===== src/design/i2cts_pkg.sv =====
// Shared types and codes for the I2C master transaction sequencer.
// Used by every module of the block; depends on nothing.
package i2cts_pkg;

  localparam int unsigned InDataW  = 48;
  localparam int unsigned InUserW  = 3;
  localparam int unsigned OutDataW = 32;

  typedef enum logic [2:0] {
    OP_REQUEST  = 3'd0,
    OP_START    = 3'd1,
    OP_ADDRESS  = 3'd2,
    OP_RXFULL   = 3'd3,
    OP_BYTEDONE = 3'd4,
    OP_TXEMPTY  = 3'd5
  } op_e;

  // One event or request as seen by the sequencer core.
  typedef struct packed {
    logic [2:0] opcode;
    logic [6:0] dev_addr;
    logic [1:0] write_count;
    logic [7:0] write_first;
    logic [7:0] write_second;
    logic [1:0] read_count;
    logic [7:0] rx_first;
    logic [7:0] rx_second;
  } item_t;

  // One result of a step.
  typedef struct packed {
    logic       accepted;
    logic       tx_valid;
    logic [7:0] tx_byte;
    logic       stop_req;
    logic       start_req;
    logic       ack_level;
    logic       pos_level;
    logic       done_res;
    logic [7:0] read_first;
    logic [7:0] read_second;
    logic       busy_res;
  } res_t;

  // Handshake between the input and result registers.
  typedef struct packed {
    logic item_valid;
    logic res_free;
  } flow_t;

endpackage


===== src/design/i2cts_in_stage.sv =====
// Input register of the sequencer: holds one request until the core takes it.
// Depends on i2cts_pkg.
module i2cts_in_stage (
  input  logic                             clk_i,
  input  logic                             rst_ni,
  input  logic                             s_axis_tvalid_i,
  output logic                             s_axis_tready_o,
  input  logic [i2cts_pkg::InDataW-1:0]    s_axis_tdata_i,
  input  logic [i2cts_pkg::InUserW-1:0]    s_axis_tuser_i,
  input  logic                             res_free_i,
  output i2cts_pkg::item_t                 item_o,
  output logic                             item_valid_o
);
  import i2cts_pkg::*;

  logic  valid_q, valid_d;
  item_t item_q, item_d;
  logic  take, advance;

  assign advance         = valid_q && res_free_i;
  assign s_axis_tready_o = !valid_q || advance;
  assign take            = s_axis_tvalid_i && s_axis_tready_o;

  always_comb begin
    item_d              = item_q;
    valid_d             = valid_q;
    if (advance) begin
      valid_d = 1'b0;
    end
    if (take) begin
      valid_d              = 1'b1;
      item_d.opcode        = s_axis_tuser_i;
      item_d.dev_addr      = s_axis_tdata_i[6:0];
      item_d.write_count   = s_axis_tdata_i[8:7];
      item_d.write_first   = s_axis_tdata_i[16:9];
      item_d.write_second  = s_axis_tdata_i[24:17];
      item_d.read_count    = s_axis_tdata_i[26:25];
      item_d.rx_first      = s_axis_tdata_i[34:27];
      item_d.rx_second     = s_axis_tdata_i[42:35];
    end
  end

  always_ff @(posedge clk_i or negedge rst_ni) begin
    if (!rst_ni) begin
      valid_q <= 1'b0;
    end else begin
      valid_q <= valid_d;
    end
  end

  always_ff @(posedge clk_i) begin
    item_q <= item_d;
  end

  assign item_o       = item_q;
  assign item_valid_o = valid_q;

endmodule


===== src/design/i2cts_core.sv =====
// Transaction state and the per-event step logic of the sequencer.
// Depends on i2cts_pkg.
module i2cts_core (
  input  logic             clk_i,
  input  logic             rst_ni,
  input  logic             step_i,
  input  i2cts_pkg::item_t item_i,
  output i2cts_pkg::res_t  res_o
);
  import i2cts_pkg::*;

  logic       slot_full_q, slot_full_d;
  logic       active_q, active_d;
  logic       wpd_q, wpd_d;
  logic [1:0] bytes_left_q, bytes_left_d;
  logic [6:0] target_q, target_d;
  logic [7:0] out0_q, out0_d;
  logic [7:0] out1_q, out1_d;
  logic [1:0] reads_q, reads_d;
  logic       ack_q, ack_d;
  logic       pos_q, pos_d;
  logic       skip_stop;
  res_t       r;

  always_comb begin
    slot_full_d  = slot_full_q;
    active_d     = active_q;
    wpd_d        = wpd_q;
    bytes_left_d = bytes_left_q;
    target_d     = target_q;
    out0_d       = out0_q;
    out1_d       = out1_q;
    reads_d      = reads_q;
    ack_d        = ack_q;
    pos_d        = pos_q;
    skip_stop    = 1'b0;
    r            = '0;

    unique case (item_i.opcode)
      OP_REQUEST: begin
        if (!slot_full_q) begin
          slot_full_d = 1'b1;
          target_d    = item_i.dev_addr;
          // Clamp counts into range: write 1..2, read 0..2.
          bytes_left_d = (item_i.write_count == 2'd0) ? 2'd1 :
                         (item_i.write_count == 2'd3) ? 2'd2 : item_i.write_count;
          reads_d      = (item_i.read_count == 2'd3) ? 2'd2 : item_i.read_count;
          out0_d       = item_i.write_first;
          out1_d       = item_i.write_second;
          wpd_d        = 1'b0;
          r.accepted   = 1'b1;
        end
      end
      OP_START: begin
        if (active_q || slot_full_q) begin
          active_d   = 1'b1;
          r.tx_valid = 1'b1;
          r.tx_byte  = {target_q, wpd_q};
        end
      end
      OP_ADDRESS: begin
        if (active_q) begin
          if (wpd_q) begin
            if (reads_q == 2'd1) begin
              ack_d = 1'b0;
            end else if (reads_q == 2'd2) begin
              pos_d     = 1'b1;
              ack_d     = 1'b0;
              skip_stop = 1'b1;
            end
          end else begin
            r.tx_valid = 1'b1;
            r.tx_byte  = out0_q;
            if (bytes_left_q != 2'd0) begin
              bytes_left_d = bytes_left_q - 2'd1;
            end
          end
          // Stop is requested here when nothing is left to write, except at the address of a two-byte read.
          r.stop_req = !skip_stop && (bytes_left_d == 2'd0);
        end
      end
      OP_RXFULL: begin
        if (active_q && wpd_q) begin
          if (reads_q == 2'd1) begin
            r.read_first = item_i.rx_first;
            ack_d        = 1'b1;
            active_d     = 1'b0;
            slot_full_d  = 1'b0;
            r.done_res   = 1'b1;
          end else if (reads_q == 2'd2) begin
            r.stop_req    = 1'b1;
            r.read_first  = item_i.rx_first;
            r.read_second = item_i.rx_second;
            pos_d         = 1'b0;
            ack_d         = 1'b1;
            active_d      = 1'b0;
            slot_full_d   = 1'b0;
            r.done_res    = 1'b1;
          end
        end
      end
      OP_BYTEDONE: begin
        if (active_q && !wpd_q) begin
          if (bytes_left_q != 2'd0) begin
            r.tx_valid   = 1'b1;
            r.tx_byte    = out1_q;
            bytes_left_d = bytes_left_q - 2'd1;
          end else begin
            r.stop_req = 1'b1;
            wpd_d      = 1'b1;
            if (reads_q != 2'd0) begin
              r.start_req = 1'b1;
            end else begin
              active_d    = 1'b0;
              slot_full_d = 1'b0;
              r.done_res  = 1'b1;
            end
          end
        end
      end
      default: begin
        // Transmit empty and unused codes leave everything as is.
      end
    endcase

    r.ack_level = ack_d;
    r.pos_level = pos_d;
    r.busy_res  = active_d;
  end

  always_ff @(posedge clk_i or negedge rst_ni) begin
    if (!rst_ni) begin
      slot_full_q  <= 1'b0;
      active_q     <= 1'b0;
      wpd_q        <= 1'b0;
      bytes_left_q <= 2'd0;
      target_q     <= 7'd0;
      reads_q      <= 2'd0;
      ack_q        <= 1'b1;
      pos_q        <= 1'b0;
    end else if (step_i) begin
      slot_full_q  <= slot_full_d;
      active_q     <= active_d;
      wpd_q        <= wpd_d;
      bytes_left_q <= bytes_left_d;
      target_q     <= target_d;
      reads_q      <= reads_d;
      ack_q        <= ack_d;
      pos_q        <= pos_d;
    end
  end

  always_ff @(posedge clk_i) begin
    if (step_i) begin
      out0_q <= out0_d;
      out1_q <= out1_d;
    end
  end

  assign res_o = r;

endmodule


===== src/design/i2cts_out_stage.sv =====
// Result register of the sequencer, driving the master-side stream.
// Depends on i2cts_pkg.
module i2cts_out_stage (
  input  logic                            clk_i,
  input  logic                            rst_ni,
  input  i2cts_pkg::flow_t                flow_i,
  input  i2cts_pkg::res_t                 res_i,
  output logic                            res_free_o,
  output logic                            m_axis_tvalid_o,
  input  logic                            m_axis_tready_i,
  output logic [i2cts_pkg::OutDataW-1:0]  m_axis_tdata_o
);
  import i2cts_pkg::*;

  logic valid_q, valid_d;
  res_t res_q;
  logic load;

  assign res_free_o = !valid_q || m_axis_tready_i;
  assign load       = flow_i.item_valid && flow_i.res_free;

  always_comb begin
    valid_d = valid_q;
    if (valid_q && m_axis_tready_i) begin
      valid_d = 1'b0;
    end
    if (load) begin
      valid_d = 1'b1;
    end
  end

  always_ff @(posedge clk_i or negedge rst_ni) begin
    if (!rst_ni) begin
      valid_q <= 1'b0;
    end else begin
      valid_q <= valid_d;
    end
  end

  always_ff @(posedge clk_i) begin
    if (load) begin
      res_q <= res_i;
    end
  end

  assign m_axis_tvalid_o = valid_q;
  assign m_axis_tdata_o  = {res_q.busy_res, res_q.read_second, res_q.read_first,
                            res_q.done_res, res_q.pos_level, res_q.ack_level,
                            res_q.start_req, res_q.stop_req, res_q.tx_byte,
                            res_q.tx_valid, res_q.accepted};

endmodule


===== src/design/i2c_master_transaction_sequencer.sv =====
// Channel   Dir  Ports                     Contents
// s_axis    in   tvalid/tready/tdata/tuser request or bus event, opcode in tuser
// m_axis    out  tvalid/tready/tdata       one result per accepted item
//
// One item per cycle sustained while m_axis takes results. An item is held in the
// input register, where the core works out its result and state update, then sits
// in the result register until taken.
// Reset leaves the slot empty, no transaction active, ack level 1, POS level 0.
// A stall on m_axis holds the result register, then the input register fills.
// Top level; depends on i2cts_pkg, i2cts_in_stage, i2cts_core, i2cts_out_stage.
module i2c_master_transaction_sequencer (
  input  logic                             clk_i,
  input  logic                             rst_ni,
  input  logic                             s_axis_tvalid,
  output logic                             s_axis_tready,
  // [6:0] dev_addr, [8:7] write_count, [16:9] write_first, [24:17] write_second,
  // [26:25] read_count, [34:27] rx_first, [42:35] rx_second, [47:43] zero
  input  logic [i2cts_pkg::InDataW-1:0]    s_axis_tdata,
  // [2:0] opcode
  input  logic [i2cts_pkg::InUserW-1:0]    s_axis_tuser,
  output logic                             m_axis_tvalid,
  input  logic                             m_axis_tready,
  // [0] accepted, [1] tx_valid, [9:2] tx_byte, [10] stop_req, [11] start_req,
  // [12] ack_level, [13] pos_level, [14] done_res, [22:15] read_first,
  // [30:23] read_second, [31] busy_res
  output logic [i2cts_pkg::OutDataW-1:0]   m_axis_tdata
);
  import i2cts_pkg::*;

  item_t item;
  res_t  res;
  flow_t flow;
  logic  item_valid;
  logic  res_free;

  assign flow.item_valid = item_valid;
  assign flow.res_free   = res_free;

  i2cts_in_stage u_in (
    .clk_i           (clk_i),
    .rst_ni          (rst_ni),
    .s_axis_tvalid_i (s_axis_tvalid),
    .s_axis_tready_o (s_axis_tready),
    .s_axis_tdata_i  (s_axis_tdata),
    .s_axis_tuser_i  (s_axis_tuser),
    .res_free_i      (res_free),
    .item_o          (item),
    .item_valid_o    (item_valid)
  );

  i2cts_core u_core (
    .clk_i  (clk_i),
    .rst_ni (rst_ni),
    .step_i (item_valid && res_free),
    .item_i (item),
    .res_o  (res)
  );

  i2cts_out_stage u_out (
    .clk_i           (clk_i),
    .rst_ni          (rst_ni),
    .flow_i          (flow),
    .res_i           (res),
    .res_free_o      (res_free),
    .m_axis_tvalid_o (m_axis_tvalid),
    .m_axis_tready_i (m_axis_tready),
    .m_axis_tdata_o  (m_axis_tdata)
  );

endmodule

===== config.mk =====
export PLATFORM = sky130hd
export DESIGN_NAME = i2c_master_transaction_sequencer
export DESIGN_NICKNAME = d
export VERILOG_FILES = /design/src/design/i2cts_pkg.sv /design/src/design/i2cts_in_stage.sv /design/src/design/i2cts_core.sv /design/src/design/i2cts_out_stage.sv /design/src/design/i2c_master_transaction_sequencer.sv
export SDC_FILE = /design/constraint.sdc
export NUM_CORES = 1
export LEC_CHECK = 0
export BUFFER_PORTS_ARGS = -buffer_cell sky130_fd_sc_hd__buf_2
export CAP_MARGIN = 20
export CORE_AREA = 4 4 99 101
export DETAILED_ROUTE_END_ITERATION = 8
export DIE_AREA = 0 0 103 105
export PLACE_DENSITY = 0.72
export SLEW_MARGIN = 10
export SYNTH_ARGS = -nofsm -noshare
export SYNTH_HDL_FRONTEND = slang
export SYNTH_SLANG_ARGS = --single-unit

===== constraint.sdc =====
create_clock -name clk_i -period 2.3 [get_ports clk_i]
set_clock_uncertainty 0.2 [all_clocks]
set_input_delay 0.46 -clock clk_i [delete_from_list [all_inputs] [get_ports clk_i]]
set_output_delay 0.46 -clock clk_i [all_outputs]
set_load 0.01 [all_outputs]

==> impl_results.md, run 1 <==
- Outcome: completed
- Die width: 103 um
- Crit path capture: u_core.pos_q
- Starting utilization of the core area: 46.99%
- Setup TNS: 0 ns
- Number of remaining DRC errors: 0
- Most common cell type on the critical path: mux2_4
- Synthesis warning total: 0
- Most congested layer reported by global routing: met2
- Final clock period utilization by the worst path: 92.04%
- Worst reg2reg path startpoint: u_in.item_o[44]
- Global-route usage over all layers: 13.98%
- Actual slew at the worst max-slew pin: 1.033 ns
- Wire length of the first global-routing pass: 11.57 mm
- Remaining antenna violation count after routing: 0
- Kind of critical path: register to register
- Root cell of the clock tree: clkbuf_8
- Row Count: 35
- Met1 GRT Util: 19.32%
- Layout cells sized above 1: 37.16%
- Worst Hold Slack: 0.05514 ns
- Length of the first detailed-routing pass in iterations: 4
- Count of buffers inserted at the top-level ports: 82
- Core footprint: 0.009021 mm2
- IO Pins: 89
- GPL Wtd Cong: 0.8505
- Post-Syn Nets: 320
- Nets: 420
- Clock Latency Late Sink: 0.36 ns
- Cell count after placement: 460
- First-iteration detailed-routing DRC count: 135
- Top cells by area in the synthesized netlist: edfxtp_1 66%, dfrtp_1 10%, nand2_1 2.6%
- Per-cell via count in the routed design: 5.038
- Antenna diode count: 0
- Average wire per cell in the routed design: 14.96 um
- Synth cell types: 48
- Antenna violations before repair: 0
- Share of synthesized area occupied by flip-flops and latches: 76.53%
- Max-cap violation count: 0
- CP Max Fanout: 13
- Die area: 0.01082 mm2
- Fmax: 0.4724 GHz
- Wire length after detailed routing: 7.138 mm
- Power per cell area: 837.4 mW/mm2
- EDFF count, synth: 93
- Async set or reset register ratio after synthesis: 16.22%
- Placed cell area: 0.004880 mm2
- Setup repair after global routing missed its margin: no
- Met3 global-route usage: 3.204%
- Count of pins over their slew limit: 0
- Peak ir drop on the vdd network: 0.4743 mV
- Path category of the worst min-delay check: primary input to register
- Post-route insts no fill: 477
- Worst path required time: 2.36 ns
- Most numerous cell types in the synthesized netlist: 93 x edfxtp_1, 29 x nand2_1, 17 x dfrtp_1, 10 x and2_1
- Slowest library cell on the worst path: edfxtp_1
- Most instantiated library cell after synthesis: edfxtp_1
- Worst setup EP type: register
- Post-synthesis average cell area: 16.24 um2
- Top cell family by delay on the critical path: flip-flops
- Largest net degree at the start of global routing: 46
- Clock-pin slew reported for the worst setup and hold paths after clock tree synthesis: 0.12 ns
- Source of the critical timing path: u_in.item_o[44]
- Post-Syn Instances: 261
- Number of buffers inserted during clock tree synthesis: 9
- Yosys top cell area share: 65.88%
- Worst slew margin relative to its limit: 31.13%
- # clock sinks: 111
- Total of flip-flops plus latches after synthesis: 111
- Delay of the slowest cell on the worst path: 0.61 ns
- CTS H-tree depth: 3
- Endpoint of the worst register-to-register path: u_core.pos_q
- Cell area after synthesis: 0.004239 mm2
- Top FF cell, synth: edfxtp_1
- Met2 layer usage reported by global route: 22.00%
- Crit. path cell count: 4
- Cell accounting for the most synthesized area: edfxtp_1
- Reg-to-reg setup timing slack: 0.18 ns
- Path depth of the worst reg2reg path: 4
- Sum of overflow across all layers after global routing: 0
- Vias: 2403
- Number of global-route vias before repair: 2345
- Count of cells resized by post-cts repair: 0
- Hpwl dp: 5.182 mm
- Final hold vios: 0
- Static leakage power: 2.048 nW
- Type of element launching the critical path: register
- Overall power of the completed layout: 4.266 mW
- Area grow syn2layout: 20.19%
- Bufs on Longest Clock Path: 2
- Data arrival time of the critical path: 2.17 ns
- Total buffers and inverters traversed by the critical path: 0
- Finish-stage setup viols: 0
- Finished Cell Area: 0.005095 mm2
- TritonCTS clock tree: yes
- Cells along the critical path: and4b_1 -> and3b_1 -> mux2_4 -> mux2_4
- Floorplan die height: 105 um
- Crit path time final: 2.117 ns
-- registers in the layout, summed over array words and instances (netlist names), 2 cells and up --
register	flops
u_core.reads_q	2
u_core.out0_q	8
u_in.item_o	45
u_out.m_axis_tdata_o	32
u_core.out1_q	8
u_core.target_q	7
u_core.bytes_left_q	2
-- worst min path at each step --
stage,start,to,depth (start not counted)
after floorplan,rst_ni,u_core.active_q,0
after global placement,u_in.item_o[33],u_core.out0_q[7],0
after detailed placement,u_in.item_o[23],u_core.out1_q[5],0
after CTS,s_axis_tdata[13],u_in.item_o[30],1
after global routing,s_axis_tdata[17],u_in.item_o[18],1
final,s_axis_tdata[2],u_in.item_o[38],1
-- per-stage QoR --
step,util [%],setup WS (ns)
after global routing,56.48,0.02213
after global placement,54.09,0.1580
after CTS,56.48,0.1449
final,56.48,0.1830
after floorplan,-,0.03210
after detailed placement,54.09,0.09425
-- what timing repair did --
| item | CTS | global route |
|---|---|---|
| hold buffers | 1 | 0 |
| hold endpoints to repair | 17 | 0 |
| setup buffers | 0 | 0 |
-- metal layers --
layer | share of wire, % | vias to the layer above
met5 | 0 | -
met4 | 0.74 | 0
met2 | 50 | 81
met3 | 7.6 | 6
li1 | - | 1179
met1 | 42 | 1137
-- where the power goes --
part	switching, mW	leakage, nW	internal (mW)
clock network	0.694	0.104	0.437
logic	0.308	0.838	0.268
registers	0.133	1.11	2.43
total	1.13	2.05	3.13
-- final cells by class --
class,count,area (um2)
Clock buffer,9,123.9
Clock inverter,7,81.33
Fill cell,742,3926
Inverter,6,26.28
Multi-Input combinational cell,135,922.1
Sequential cell,111,3244
Tap cell,111,138.9
Timing Repair Buffer,98,558.0
-- cells in the final DEF (no fill, tap or decap), types with 3 or more instances in the layout --
cell	instances
a21oi_1	3
a22oi_1	8
and2_1	9
and3_1	8
buf_2	82
buf_4	13
clkbuf_8	9
dfrtp_1	17
edfxtp_1	93
ha_1	4
inv_1	5
mux2_2	9
nand2_1	29
nand2b_1	5
nand3_1	4
nor2_1	9
nor2b_1	3
o21ai_0	5
or3b_1	3
-- kinds of logic after synthesis --
family                   synth area share (%)
flip-flops                              76.54
AND/OR/NAND/NOR                         12.13
AO/OA/AOI/OAI                           5.313
buffers and inverters                   1.741
multiplexers                            3.099
adder cells (fa/ha/maj)                 1.181
Power figures use the tool's default switching activity.
==> inputs of run 2 (changes only) <==
--- a/config.mk
+++ b/config.mk
@@ -8,6 +8,7 @@
 export BUFFER_PORTS_ARGS = -buffer_cell sky130_fd_sc_hd__buf_2
 export CAP_MARGIN = 20
 export CORE_AREA = 4 4 99 101
+export CTS_BUF_LIST = sky130_fd_sc_hd__clkbuf_16
 export DETAILED_ROUTE_END_ITERATION = 8
 export DIE_AREA = 0 0 103 105
 export PLACE_DENSITY = 0.72
==> constraint.sdc (replaced) <==
create_clock -name clk_i -period 2.3 [get_ports clk_i]
set_clock_uncertainty 0.2 [all_clocks]
set_input_delay 0.23 -clock clk_i [delete_from_list [all_inputs] [get_ports clk_i]]
set_output_delay 0.23 -clock clk_i [all_outputs]
set_load 0.01 [all_outputs]
==> run 2 against run 1 <==
Against the previous run:
- cell count rose by 9.4%
- total power up 16%
- critical path depth unchanged
- clock power up 57%
- critical path type unchanged
- maximum frequency shrank 1.6%
- highest routed layer unchanged
==> impl_results.md, run 2 (same netlist as run 1, synthesis figures left out) <==
- Nets: 465
- Final-layout fill cell count: 651
- Power per cell area: 875.0 mW/mm2
- Post-CTS Hold Fix Bufs: 47
- Root cell of the clock tree: clkbuf_16
- Layout cells sized above 1: 32.85%
- Bufs on Longest Clock Path: 2
- Area grow syn2layout: 34.00%
- Core footprint: 0.009021 mm2
- Most common cell after layout, fill and taps aside: edfxtp_1
- Multi-input logic area: 922.1 um2
- Clock Latency Late Sink: 0.34 ns
- Number of buffers inserted during clock tree synthesis: 9
- Crit path time final: 2.151 ns
- Antenna diode count: 0
- Path category of the worst min-delay check: primary input to register
- Crit path capture: u_core.pos_q
- Data arrival time of the critical path: 2.18 ns
- Vias: 2588
- Hpwl dp: 5.160 mm
- Endpoint of the worst register-to-register path: u_core.pos_q
- Number of global-route vias before repair: 2648
- Fmax: 0.4649 GHz
- Max FFs per register: 45
- Sum of overflow across all layers after global routing: 0
- Utilization after layout: 62.97%
- Post-route insts no fill: 522
- Type of element launching the critical path: register
- Path depth of the worst reg2reg path: 4
- # clock sinks: 111
- Cells along the critical path: and4b_1 -> and3b_1 -> mux2_4 -> mux2_4
- Most common cell type on the critical path: mux2_4
- Wire length after detailed routing: 8.122 mm
- Die width: 103 um
- Worst setup EP type: register
- Kind of critical path: register to register
- Static leakage power: 2.302 nW
- Floorplan die height: 105 um
- Source of the critical timing path: u_in.item_o[45]
- Average wire per cell in the routed design: 15.56 um
- Clock-pin slew reported for the worst setup and hold paths after clock tree synthesis: 0.07 ns
- Length of the first detailed-routing pass in iterations: 5
- Overall power of the completed layout: 4.970 mW
- Setup TNS: 0 ns
- Row Count: 35
- Actual slew at the worst max-slew pin: 0.4593 ns
- Wire length of the first global-routing pass: 12.92 mm
- Peak ir drop on the vdd network: 0.5223 mV
- Setup repair after global routing missed its margin: no
- Highest-count cells in the layout ignoring fill and taps: 93 x edfxtp_1, 82 x buf_2, 47 x dlygate4sd3_1
- Buffers inserted during post-CTS setup optimization: 0
- CTS H-tree depth: 3
- First-iteration detailed-routing DRC count: 97
- Cell count after placement: 459
- Reg-to-reg setup timing slack: 0.15 ns
- Per-cell via count in the routed design: 4.958
- Final hold vios: 0
- TritonCTS clock tree: yes
- Count of buffers inserted at the top-level ports: 82
- Max-cap violation count: 0
- Final clock period utilization by the worst path: 93.52%
- Slowest library cell on the worst path: edfxtp_1
- Outcome: completed
- Worst path required time: 2.33 ns
- Antenna violations before repair: 0
- Flip-flop and latch area: 0.003244 mm2
- Finish-stage setup viols: 0
- Remaining antenna violation count after routing: 0
- Worst reg2reg path startpoint: u_in.item_o[45]
- GPL Wtd Cong: 0.8476
- CP Max Fanout: 15
- IO Pins: 89
- Largest net degree at the start of global routing: 33
- Global-route usage over all layers: 15.84%
- Delay of the slowest cell on the worst path: 0.57 ns
- Worst slew margin relative to its limit: 69.32%
- Number of remaining DRC errors: 0
- Count of pins over their slew limit: 0
- Count of cells resized by post-cts repair: 0
- Starting utilization of the core area: 46.99%
- Die area: 0.01082 mm2
[run 2: cell types whose count changed in the layout (fill, tap and decap cells not counted)]
cell | before | now
dlygate4sd3_1 | 1 | 47
bufinv_16 | 0 | 3
inv_8 | 2 | 0
clkbuf_16 | 0 | 9
inv_6 | 2 | 3
clkbuf_8 | 9 | 0
clkinv_8 | 2 | 0
buf_12 | 2 | 1
[run 2: worst max-delay path, delay by kind of cell, from the launching register on]
kind             cells  cell delay [ns]
multiplexers         2             0.59
flip-flops           1             0.57
AND/OR/NAND/NOR      2             0.67
[run 2: worst min-delay path by stage]
stage / from / endpoint / slack (ns) / cells past startpoint
4_1_cts: m_axis_tready / u_in.item_valid_o / 0.04 / 4
5_1_grt: m_axis_tready / u_in.item_valid_o / 0.08 / 4
6_report: m_axis_tready / u_in.item_valid_o / 0.05 / 4
3_3_place_gp: rst_ni / u_core.target_q[4] / -0.004 / 1
3_5_place_dp: rst_ni / u_core.target_q[3] / 0.0008 / 1
2_1_floorplan: rst_ni / u_core.active_q / -0.27 / 0
[run 2: report_power, final]
| part | leakage, nW | switching (mW) | internal (mW) | total [mW] |
|---|---|---|---|---|
| logic | 1.02 | 0.321 | 0.317 | 0.637 |
| registers | 1.11 | 0.138 | 2.43 | 2.57 |
| clock network | 0.171 | 0.690 | 1.08 | 1.77 |
[run 2: final cells by class]
type | count | share of cell area (%)
clock buffer | 9 | 3.965
clock inverter | 7 | 2.203
inverter | 6 | 0.4626
multi-input combinational | 135 | 16.23
sequential | 111 | 57.11
tap | 111 | 2.445
timing repair buffer | 143 | 17.58
[run 2: stage by stage]
stage	setup WS, ns	cell area [um2]	hold slack (ns)
floorplan	0.1648	4244	-0.2656
global placement	0.1726	4860	-0.004153
detailed placement	0.1583	4860	0.0008370
CTS	0.1435	5680	0.04116
global route	0.04738	5680	0.08306
finish	0.1490	5680	0.04868
[run 2: per-layer routing]
metal	GRT usage, %	vias to the layer above	share of wire [%]
li1	-	1274	-
met3	3.471	14	6.1
met2	26.81	85	51
met1	19.66	1215	41
met5	0	-	0
met4	5.828	0	1.8
